`src/wts_pkg.sv`:
```
`default_nettype none
// ----------------------------------------------------------------------------
// wts_pkg
// Shared types and constants of the word token splitter: payload structs,
// scanner modes, sequencer states and the character codes it looks for.
// ----------------------------------------------------------------------------
package wts_pkg;

	localparam int PENDING_DEPTH = 16;
	localparam int PEND_AW       = (PENDING_DEPTH > 1) ? $clog2(PENDING_DEPTH) : 1;
	localparam int CNT_W         = $clog2(PENDING_DEPTH + 1);

	localparam logic [7:0] HIGH_BIT   = 8'h80;
	localparam logic [7:0] CH_PERCENT = 8'h25;
	localparam logic [7:0] CH_DOT     = 8'h2e;
	localparam logic [7:0] CH_MINUS   = 8'h2d;
	localparam logic [7:0] CH_PLUS    = 8'h2b;
	localparam logic [7:0] CH_COMMA   = 8'h2c;
	localparam logic [7:0] CH_UNDER   = 8'h5f;
	localparam logic [7:0] CH_DOLLAR  = 8'h24;
	localparam logic [7:0] CH_0       = 8'h30;
	localparam logic [7:0] CH_9       = 8'h39;
	localparam logic [7:0] CH_UA      = 8'h41;
	localparam logic [7:0] CH_UZ      = 8'h5a;
	localparam logic [7:0] CH_LA      = 8'h61;
	localparam logic [7:0] CH_LZ      = 8'h7a;
	localparam logic [7:0] CASE_DIFF  = 8'h20;

	typedef struct packed {
		logic [7:0] data_byte;
		logic       end_of_message;
	} wts_in_t;

	typedef struct packed {
		logic [7:0] token_char;
		logic       has_char;
		logic       end_of_token;
		logic       last_of_run;
	} wts_out_t;

	typedef struct packed {
		logic [7:0] ch;
		logic       letter;
		logic       special;
		logic       starter;
	} wts_class_t;

	typedef enum logic [1:0] {
		MODE_WAITING = 2'd0,
		MODE_IN_WORD = 2'd1,
		MODE_PENDING = 2'd2
	} wts_mode_t;

	typedef enum logic [1:0] {
		ST_IDLE   = 2'd0,
		ST_FLUSH  = 2'd1,
		ST_LETTER = 2'd2
	} wts_state_t;

endpackage
`default_nettype wire

```
`src/wts_ram.sv`:
```
`default_nettype none
// ----------------------------------------------------------------------------
// wts_ram
// Generic single-clock RAM, one write port and one read port with a
// registered read.
// ----------------------------------------------------------------------------
module wts_ram #(
	parameter int WIDTH  = 8,
	parameter int DEPTH  = 16,
	parameter int ADDR_W = (DEPTH > 1) ? $clog2(DEPTH) : 1
) (
	input  wire logic              clk,
	input  wire logic              we,
	input  wire logic [ADDR_W-1:0] waddr,
	input  wire logic [WIDTH-1:0]  wdata,
	input  wire logic              re,
	input  wire logic [ADDR_W-1:0] raddr,
	output logic      [WIDTH-1:0]  rdata
);

	logic [WIDTH-1:0] mem_q [DEPTH];

	always_ff @(posedge clk) begin
		if (we) begin
			mem_q[waddr] <= wdata;
		end
		if (re) begin
			rdata <= mem_q[raddr];
		end
	end

endmodule
`default_nettype wire

```
`src/wts_classify.sv`:
```
`default_nettype none
// ----------------------------------------------------------------------------
// wts_classify
// Byte classifier: applies the high byte substitute, sorts the byte into
// letter, special and word starter, and lowercases it.
// ----------------------------------------------------------------------------
module wts_classify (
	input  wire logic [7:0]          data_byte,
	input  wire logic [7:0]          substitute,
	output wts_pkg::wts_class_t      cls
);
	import wts_pkg::*;

	logic [7:0] c;
	logic       is_upper;
	logic       is_lower;
	logic       is_digit;

	assign c = ((substitute != 8'd0) && ((data_byte & HIGH_BIT) != 8'd0)) ? substitute
		: data_byte;

	assign is_upper = (c >= CH_UA) && (c <= CH_UZ);
	assign is_lower = (c >= CH_LA) && (c <= CH_LZ);
	assign is_digit = (c >= CH_0) && (c <= CH_9);

	assign cls.letter  = ((c & HIGH_BIT) != 8'd0) || is_upper || is_lower || is_digit
		|| (c == CH_PERCENT);
	assign cls.special = (c == CH_DOT) || (c == CH_MINUS) || (c == CH_PLUS)
		|| (c == CH_COMMA) || (c == CH_UNDER) || (c == CH_DOLLAR);
	assign cls.starter = cls.letter || (c == CH_DOLLAR);
	assign cls.ch      = is_upper ? (c + CASE_DIFF) : c;

endmodule
`default_nettype wire

```
`src/word_token_splitter.sv`:
```
`default_nettype none
// Results are registered in out_q. Throughput: one input beat per cycle while
// no held characters are released and the output is not stalled.
// A letter after n held specials makes n reads of the pending RAM (registered
// read port), one per cycle unless the output stalls, then one letter beat.
// Reset (arst_n, async, active low) clears mode, count and handshake state;
// the pending RAM is not cleared and needs no clearing pass.
// ----------------------------------------------------------------------------
// word_token_splitter
// Splits a byte stream into lowercased words; held special characters live
// in a small RAM and are replayed when a letter follows them.
// ----------------------------------------------------------------------------
module word_token_splitter (
	input  wire logic              clk,
	input  wire logic              arst_n,
	input  wire logic              in_valid,
	output logic                   in_stall,
	input  wire wts_pkg::wts_in_t  in_data,
	output logic                   out_valid,
	input  wire logic              out_stall,
	output wts_pkg::wts_out_t      out_data,
	input  wire logic              cfg_valid,
	output logic                   cfg_ready,
	input  wire logic [7:0]        cfg_data
);
	import wts_pkg::*;

	logic [7:0]        sub_q;
	wts_mode_t         mode_q, mode_d;
	logic [CNT_W-1:0]  count_q, count_d;
	logic [CNT_W-1:0]  idx_q, idx_d, idx_inc;
	logic [7:0]        letter_q, letter_d;
	wts_state_t        st_q, st_d;
	logic              out_valid_q;
	wts_out_t          out_q, out_next;
	logic              out_load;
	logic              out_free;
	logic              in_acc;
	logic              flush_start;
	logic              more_held;
	wts_class_t        cls;

	logic               ram_we;
	logic [PEND_AW-1:0] ram_waddr;
	logic [7:0]         ram_wdata;
	logic               ram_re;
	logic [PEND_AW-1:0] ram_raddr;
	logic [7:0]         ram_rdata;

	wts_classify u_classify (
		.data_byte  (in_data.data_byte),
		.substitute (sub_q),
		.cls        (cls)
	);

	wts_ram #(
		.WIDTH (8),
		.DEPTH (PENDING_DEPTH)
	) u_pending (
		.clk   (clk),
		.we    (ram_we),
		.waddr (ram_waddr),
		.wdata (ram_wdata),
		.re    (ram_re),
		.raddr (ram_raddr),
		.rdata (ram_rdata)
	);

	assign cfg_ready   = 1'b1;
	assign out_valid   = out_valid_q;
	assign out_data    = out_q;
	assign out_free    = !out_valid_q || !out_stall;
	assign in_stall    = (st_q != ST_IDLE) || !out_free;
	assign in_acc      = in_valid && !in_stall;
	assign flush_start = !in_data.end_of_message && (mode_q == MODE_PENDING) && cls.letter;
	assign idx_inc     = idx_q + 1'b1;
	assign more_held   = idx_inc < count_q;

	always_comb begin
		st_d = st_q;
		case (st_q)
			ST_IDLE: begin
				if (in_acc && flush_start) st_d = ST_FLUSH;
			end
			ST_FLUSH: begin
				if (out_free && !more_held) st_d = ST_LETTER;
			end
			ST_LETTER: begin
				if (out_free) st_d = ST_IDLE;
			end
			default: st_d = ST_IDLE;
		endcase
	end

	always_comb begin
		out_load  = 1'b0;
		out_next  = '0;
		ram_we    = 1'b0;
		ram_waddr = count_q[PEND_AW-1:0];
		ram_wdata = cls.ch;
		ram_re    = 1'b0;
		ram_raddr = '0;
		mode_d    = mode_q;
		count_d   = count_q;
		idx_d     = idx_q;
		letter_d  = letter_q;
		case (st_q)
			ST_IDLE: begin
				if (in_acc) begin
					if (in_data.end_of_message) begin
						if (mode_q != MODE_WAITING) begin
							out_load = 1'b1;
							out_next = '{token_char: 8'd0, has_char: 1'b0,
								end_of_token: 1'b1, last_of_run: 1'b1};
						end
						mode_d  = MODE_WAITING;
						count_d = '0;
					end else begin
						case (mode_q)
							MODE_IN_WORD: begin
								if (cls.letter) begin
									out_load = 1'b1;
									out_next = '{token_char: cls.ch, has_char: 1'b1,
										end_of_token: 1'b0, last_of_run: 1'b1};
								end else if (cls.special) begin
									ram_we    = 1'b1;
									ram_waddr = '0;
									count_d   = CNT_W'(1);
									mode_d    = MODE_PENDING;
								end else begin
									out_load = 1'b1;
									out_next = '{token_char: 8'd0, has_char: 1'b0,
										end_of_token: 1'b1, last_of_run: 1'b1};
									mode_d   = MODE_WAITING;
								end
							end
							MODE_PENDING: begin
								if (cls.letter) begin
									letter_d = cls.ch;
									ram_re   = 1'b1;
									idx_d    = '0;
									mode_d   = MODE_IN_WORD;
								end else if (cls.special) begin
									if (count_q < CNT_W'(PENDING_DEPTH)) begin
										ram_we  = 1'b1;
										count_d = count_q + 1'b1;
									end
								end else begin
									out_load = 1'b1;
									out_next = '{token_char: 8'd0, has_char: 1'b0,
										end_of_token: 1'b1, last_of_run: 1'b1};
									count_d  = '0;
									mode_d   = MODE_WAITING;
								end
							end
							default: begin
								count_d = '0;
								mode_d  = MODE_WAITING;
								if (cls.starter) begin
									out_load = 1'b1;
									out_next = '{token_char: cls.ch, has_char: 1'b1,
										end_of_token: 1'b0, last_of_run: 1'b1};
									mode_d   = MODE_IN_WORD;
								end
							end
						endcase
					end
				end
			end
			ST_FLUSH: begin
				if (out_free) begin
					out_load = 1'b1;
					out_next = '{token_char: ram_rdata, has_char: 1'b1,
						end_of_token: 1'b0, last_of_run: 1'b0};
					idx_d    = idx_inc;
					if (more_held) begin
						ram_re    = 1'b1;
						ram_raddr = idx_inc[PEND_AW-1:0];
					end
				end
			end
			ST_LETTER: begin
				if (out_free) begin
					out_load = 1'b1;
					out_next = '{token_char: letter_q, has_char: 1'b1,
						end_of_token: 1'b0, last_of_run: 1'b1};
					count_d  = '0;
				end
			end
			default: ;
		endcase
	end

	always_ff @(posedge clk or negedge arst_n) begin
		if (!arst_n) begin
			sub_q       <= 8'd0;
			mode_q      <= MODE_WAITING;
			count_q     <= '0;
			idx_q       <= '0;
			st_q        <= ST_IDLE;
			out_valid_q <= 1'b0;
		end else begin
			if (cfg_valid && cfg_ready) sub_q <= cfg_data;
			mode_q  <= mode_d;
			count_q <= count_d;
			idx_q   <= idx_d;
			st_q    <= st_d;
			if (out_load) begin
				out_valid_q <= 1'b1;
			end else if (!out_stall) begin
				out_valid_q <= 1'b0;
			end
		end
	end

	always_ff @(posedge clk) begin
		letter_q <= letter_d;
		if (out_load) out_q <= out_next;
	end

`ifndef NO_ASSERTIONS
	a_pending_nonempty: assert property (@(posedge clk) disable iff (!arst_n)
		(mode_q == MODE_PENDING) |-> (count_q != '0))
		else $error("pending mode with no held characters");

	a_count_bound: assert property (@(posedge clk) disable iff (!arst_n)
		count_q <= CNT_W'(PENDING_DEPTH))
		else $error("pending count past capacity");

	a_flush_index: assert property (@(posedge clk) disable iff (!arst_n)
		(st_q == ST_FLUSH) |-> (idx_q < count_q))
		else $error("flush index past held characters");

	a_flush_entry: assert property (@(posedge clk) disable iff (!arst_n)
		(in_acc && flush_start) |=> (st_q == ST_FLUSH && idx_q == '0))
		else $error("letter after held characters did not start a flush");
`endif

endmodule
`default_nettype wire
```
`config.mk`:
```
export PLATFORM = sky130hd
export DESIGN_NAME = word_token_splitter
export DESIGN_NICKNAME = d
export VERILOG_FILES = /design/src/wts_pkg.sv /design/src/wts_ram.sv /design/src/wts_classify.sv /design/src/word_token_splitter.sv
export SDC_FILE = /design/constraint.sdc
export NUM_CORES = 1
export LEC_CHECK = 0
export ABC_AREA = 1
export BUFFER_PORTS_ARGS = -buffer_cell sky130_fd_sc_hd__buf_2
export CAP_MARGIN = 40
export CORE_UTILIZATION = 62
export DETAILED_ROUTE_END_ITERATION = 7
export PLACE_DENSITY = 0.79
export SLEW_MARGIN = 20
export SYNTH_ARGS = -nofsm -noshare
export SYNTH_HDL_FRONTEND = slang
export SYNTH_HIERARCHICAL = 1
export SYNTH_SLANG_ARGS = --single-unit
```
`constraint.sdc`:
```
create_clock -name clk -period 3.9 [get_ports clk]
set_clock_uncertainty 0.2 [all_clocks]
set_input_delay 0.78 -clock clk [delete_from_list [all_inputs] [get_ports clk]]
set_output_delay 0.78 -clock clk [all_outputs]
set_load 0.1 [all_outputs]
```
==> summary by stage <==
Status
The run finished with clean final reports.

Global routing
The number of antenna violations at the first check in global routing is 0. In the global route stage, overall resource usage came out at 0.289. Global routing finished with a remaining overflow of 0. The via count of the first global-routing pass came to between 6000 and 7000. The pin count of the biggest net entering global routing is 41. The global-route wire length before repair is between 30000 and 40000 microns.

Final layout
For this run, the post-layout net count is 1052. The fraction of layout cells with a size suffix above 1 is 0.161. The area taken by flip-flops and latches is 5230 sq um. 0 antenna diodes ended up in the layout.

The number of filler cells placed in the layout is 1013. In the final layout, the multi-input gates occupy 3020 sq um. The growth of design area from synthesis to finish is 11.4%.

The count of cells in the finished layout, fillers not included, comes to 1207. The area of all placed cells without fillers is 10000 sq um.

Clock tree
Clock tree synthesis inserted a total of 17 buffers. The clock passes through at most 2 buffers. The number of H-tree branching levels is 4. Buffers added to address setup during post-CTS repair amount to 0. Counting every sink on the clock net gives 178. The TritonCTS clock tree is done.

After clock tree synthesis, the clock-pin slew on the worst setup and hold paths is 0.07 ns. CTS placed an instance of clkbuf_16 at the clock tree root. Clock latency on the worst-skew pair, taken at its later pin, is 0.43 ns.

Routing
In this run the remaining antenna-violating nets after routing total 0. For this run, the detailed router's first-pass iteration total came to 6. The iteration-0 DRC count of the detailed router is 788. The count of vias placed by the detailed router is 6651. The aggregate routed wire length is 20200 microns. The number of design rule violations left after detail routing is 0.

The detailed-route wire length per cell is 16.7 microns. Using the TritonRoute via totals, the vias-per-cell ratio works out to 5.51.

Synth
The per-instance average area after synthesis is 9.44 sq um. Synthesis inferred 178 register bits. In the post-synthesis netlist, the biggest area contributors are edfxtp_1 52%, nand2_1 12%, nand3_1 7.6%. The top cell type by total area after synthesis is edfxtp_1. Counting flops with a built-in enable in the synthesized netlist gives 155.

The total of warnings raised by yosys is 6. By instance count, the leading cell after synthesis is nand2_1. In the synthesized netlist the dominant register cell turns out to be edfxtp_1. Of the synthesized area, sequential elements account for 0.581. The share of synthesized area in the top cell type comes to 0.517.

The number of nets handed over by synthesis was 992. The commonest cells after synthesis are 281 x nand2_1, 155 x edfxtp_1, 141 x inv_1, 136 x nand3_1, 52 x nor2_1. The proportion of synthesized flip-flops having asynchronous set or reset is 0.129. The cell count after synthesis came out at 954. The post-synthesis cell type count is 44.

The synthesized netlist occupies a cell area of 9010 sq um.

Timing
The count of endpoints failing setup in the final report is 0. The smallest clock period supported by the final layout is computed as 3.59 ns. The accumulated negative setup slack is 0 ns.

The final hold violation count came to 0. The number of max-slew violations in the final report is 0. The worst relative slew slack is 0.606. For the pin with the worst max-slew slack, the measured transition is 0.590 ns. Of the available clock period, the critical path in the final layout requires 0.920. Derived from the worst setup path, the maximum achievable clock frequency is between 200 and 300 MHz.

Setup repair after global routing left no endpoint under its margin.

Placement
The number of buffers added on ports is 34. The cell count after placement is 1175. At the end of routability-driven placement, the weighted congestion stood at 0.880. In this run the cell area measured after placement is 9500 sq um.

The final HPWL from detailed placement is between 10000 and 15000 microns.

Pwr
The share of total power in the clock network is 0.261. The internal power of the cells is 3.53 mW. The power spent charging and discharging nets is between 2 and 2.5 mW. The fraction of power consumed by sequential logic is 0.407.

The worst-case IR drop observed on VDD is between 0.3 and 0.4 mV. The switching share of total power is 0.389. Summed over all cells, the static leakage comes to 4.41 nW. The power per cell area is about 580 nW/um^2. The logic gate share of total power is 0.332.

Die
The horizontal die dimension is 123 microns. The die covers 15000 sq um. The chip height is 123 microns. The total area inside the core boundary comes to 14000 sq um. In this run the core area contains 43 standard-cell rows. 36 I/O pins were placed.

For this configuration, the core starts out at a cell density of 0.642.

Setup path
The type of element launching the critical path is a flip-flop. The delay of the slowest cell on the worst path is 0.41 ns. The most frequent cell on the critical path is nand2_1. The maximum fanout along the worst path is 8.

The cell type of the slowest stage on the worst timing path is dfrtp_1. The required time reported for the critical path endpoint is between 3 and 4 ns. Walking the worst path, the cells encountered are nor2_1 > nand2_1 > o21ai_2 > nand2_1 > nand2_4 > inv_1 > ha_1 > nand3_1 > nor2_1 > nand2_1 > nand2_1 > nand2_1 > nand2_1 > nor2_2 > nand2_1 > buf_4 > nor3_1 > o21ai_0 > nor2_2 > nand3b_1 > nor2_1 > buf_4. The critical path buffer and inverter count is 3.

The worst setup path is captured at a flip-flop. The cell family contributing the most delay on the critical path is simple AND/OR/NAND/NOR gates. The critical path is of the reg -> reg type. The arrival time of the worst setup path is about 3.5 ns.

Worst hold path
The tightest min-delay check is of the in -> async type.

Job
The max-cap check violation count is 0.
[layout by cell type (no fill, tap or decap), types with 10 or more instances in the layout]
cell and count:
buf_2 34, buf_4 39, clkbuf_16 17, dfrtp_1 23, edfxtp_1 155, ha_1 16, inv_1 141, nand2_1 281
nand2_2 11, nand2_4 10, nand3_1 135, nor2_1 48, o21ai_0 13
[routing by layer]
metal	wire length (microns)	share of wire	global-route usage
met1	8490	0.42	0.391
met2	9650	0.48	0.452
met3	1590	0.079	0.0706
met4	435	0.022	0.107
met5	0	0	0
[worst paths after layout]
kind	endpoint	start	slack, ns	cells past startpoint
worst max-delay path	u_pending/mem_q[4][6]	sub_q[0]	0.31	22
worst min-delay path	st_q[0]	arst_n	0.13	1
worst max register to register	u_pending/mem_q[4][6]	sub_q[0]	0.31	22
worst min register to register	idx_q[4]	idx_q[4]	0.31	2
max in group asynchronous	sub_q[0]	arst_n	3.00	1
min in group clk	idx_q[4]	idx_q[4]	0.31	2
[area by class of cell]
class                           instances  share of cell area
Sequential cell                       178               0.521
Clock buffer                           17              0.0424
Clock inverter                         15             0.00947
Multi-Input combinational cell        595               0.301
Timing Repair Buffer                   74              0.0481
Inverter                              148              0.0553
Tap cell                              180              0.0224
[per-stage QoR]
stage                     total power [mW]  hold WS [ns]  worst slack (ns)   util
after floorplan                       3.87         0.270             0.412      -
after global placement                4.24         0.283             0.179  0.676
after detailed placement              4.28         0.298             0.104  0.676
after CTS                             5.78         0.138             0.217  0.713
after global routing                  6.04         0.159            0.0200  0.715
final                                 5.78         0.128             0.311  0.715
[worst reg2reg max path: cells and delay by family, from the launching register on]
kind | cells | cell delay, ns
compound gates | 2 | 0.28
fa+ha+maj | 1 | 0.20
buf+inv | 3 | 0.42
simple gates | 16 | 1.79
flops | 1 | 0.41
[flip-flops by register name (all words and copies together) (netlist names)]
signal           cells
letter_q             8
idx_q                5
u_pending/mem_q    128
st_q                 2
mode_q               2
count_q              5
out_valid            1
sub_q                8
u_pending/rdata      8
out_data            11
[kinds of logic after synthesis]
family                   count (synthesis)  synth area share
other                                    1          0.000416
flip-flops                             178             0.581
XOR/XNOR                                 5           0.00486
buffers and inverters                  181            0.0874
multiplexers                             8            0.0100
AND/OR/NAND/NOR                        529             0.271
AO/OA/AOI/OAI                           36            0.0235
adder cells (fa/ha/maj)                 16            0.0222
[power by group through the flow]
stage | Sequential [mW] | Combinational [mW] | Clock (mW)
2_1_floorplan | 2.85 | 1.03 | 0
3_3_place_gp | 2.38 | 1.85 | 0
3_5_place_dp | 2.39 | 1.89 | 0
4_1_cts | 2.35 | 1.90 | 1.52
5_1_grt | 2.37 | 2.07 | 1.60
6_report | 2.35 | 1.92 | 1.51
[timing repair]
item / in CTS / in global routing
endpoints found under the hold margin: 0 / 0
resized for setup: 0 / 5
setup endpoints to repair: 0 / 128
hold buffers: 0 / 0
Note: power is estimated with default switching activity, not from simulation.
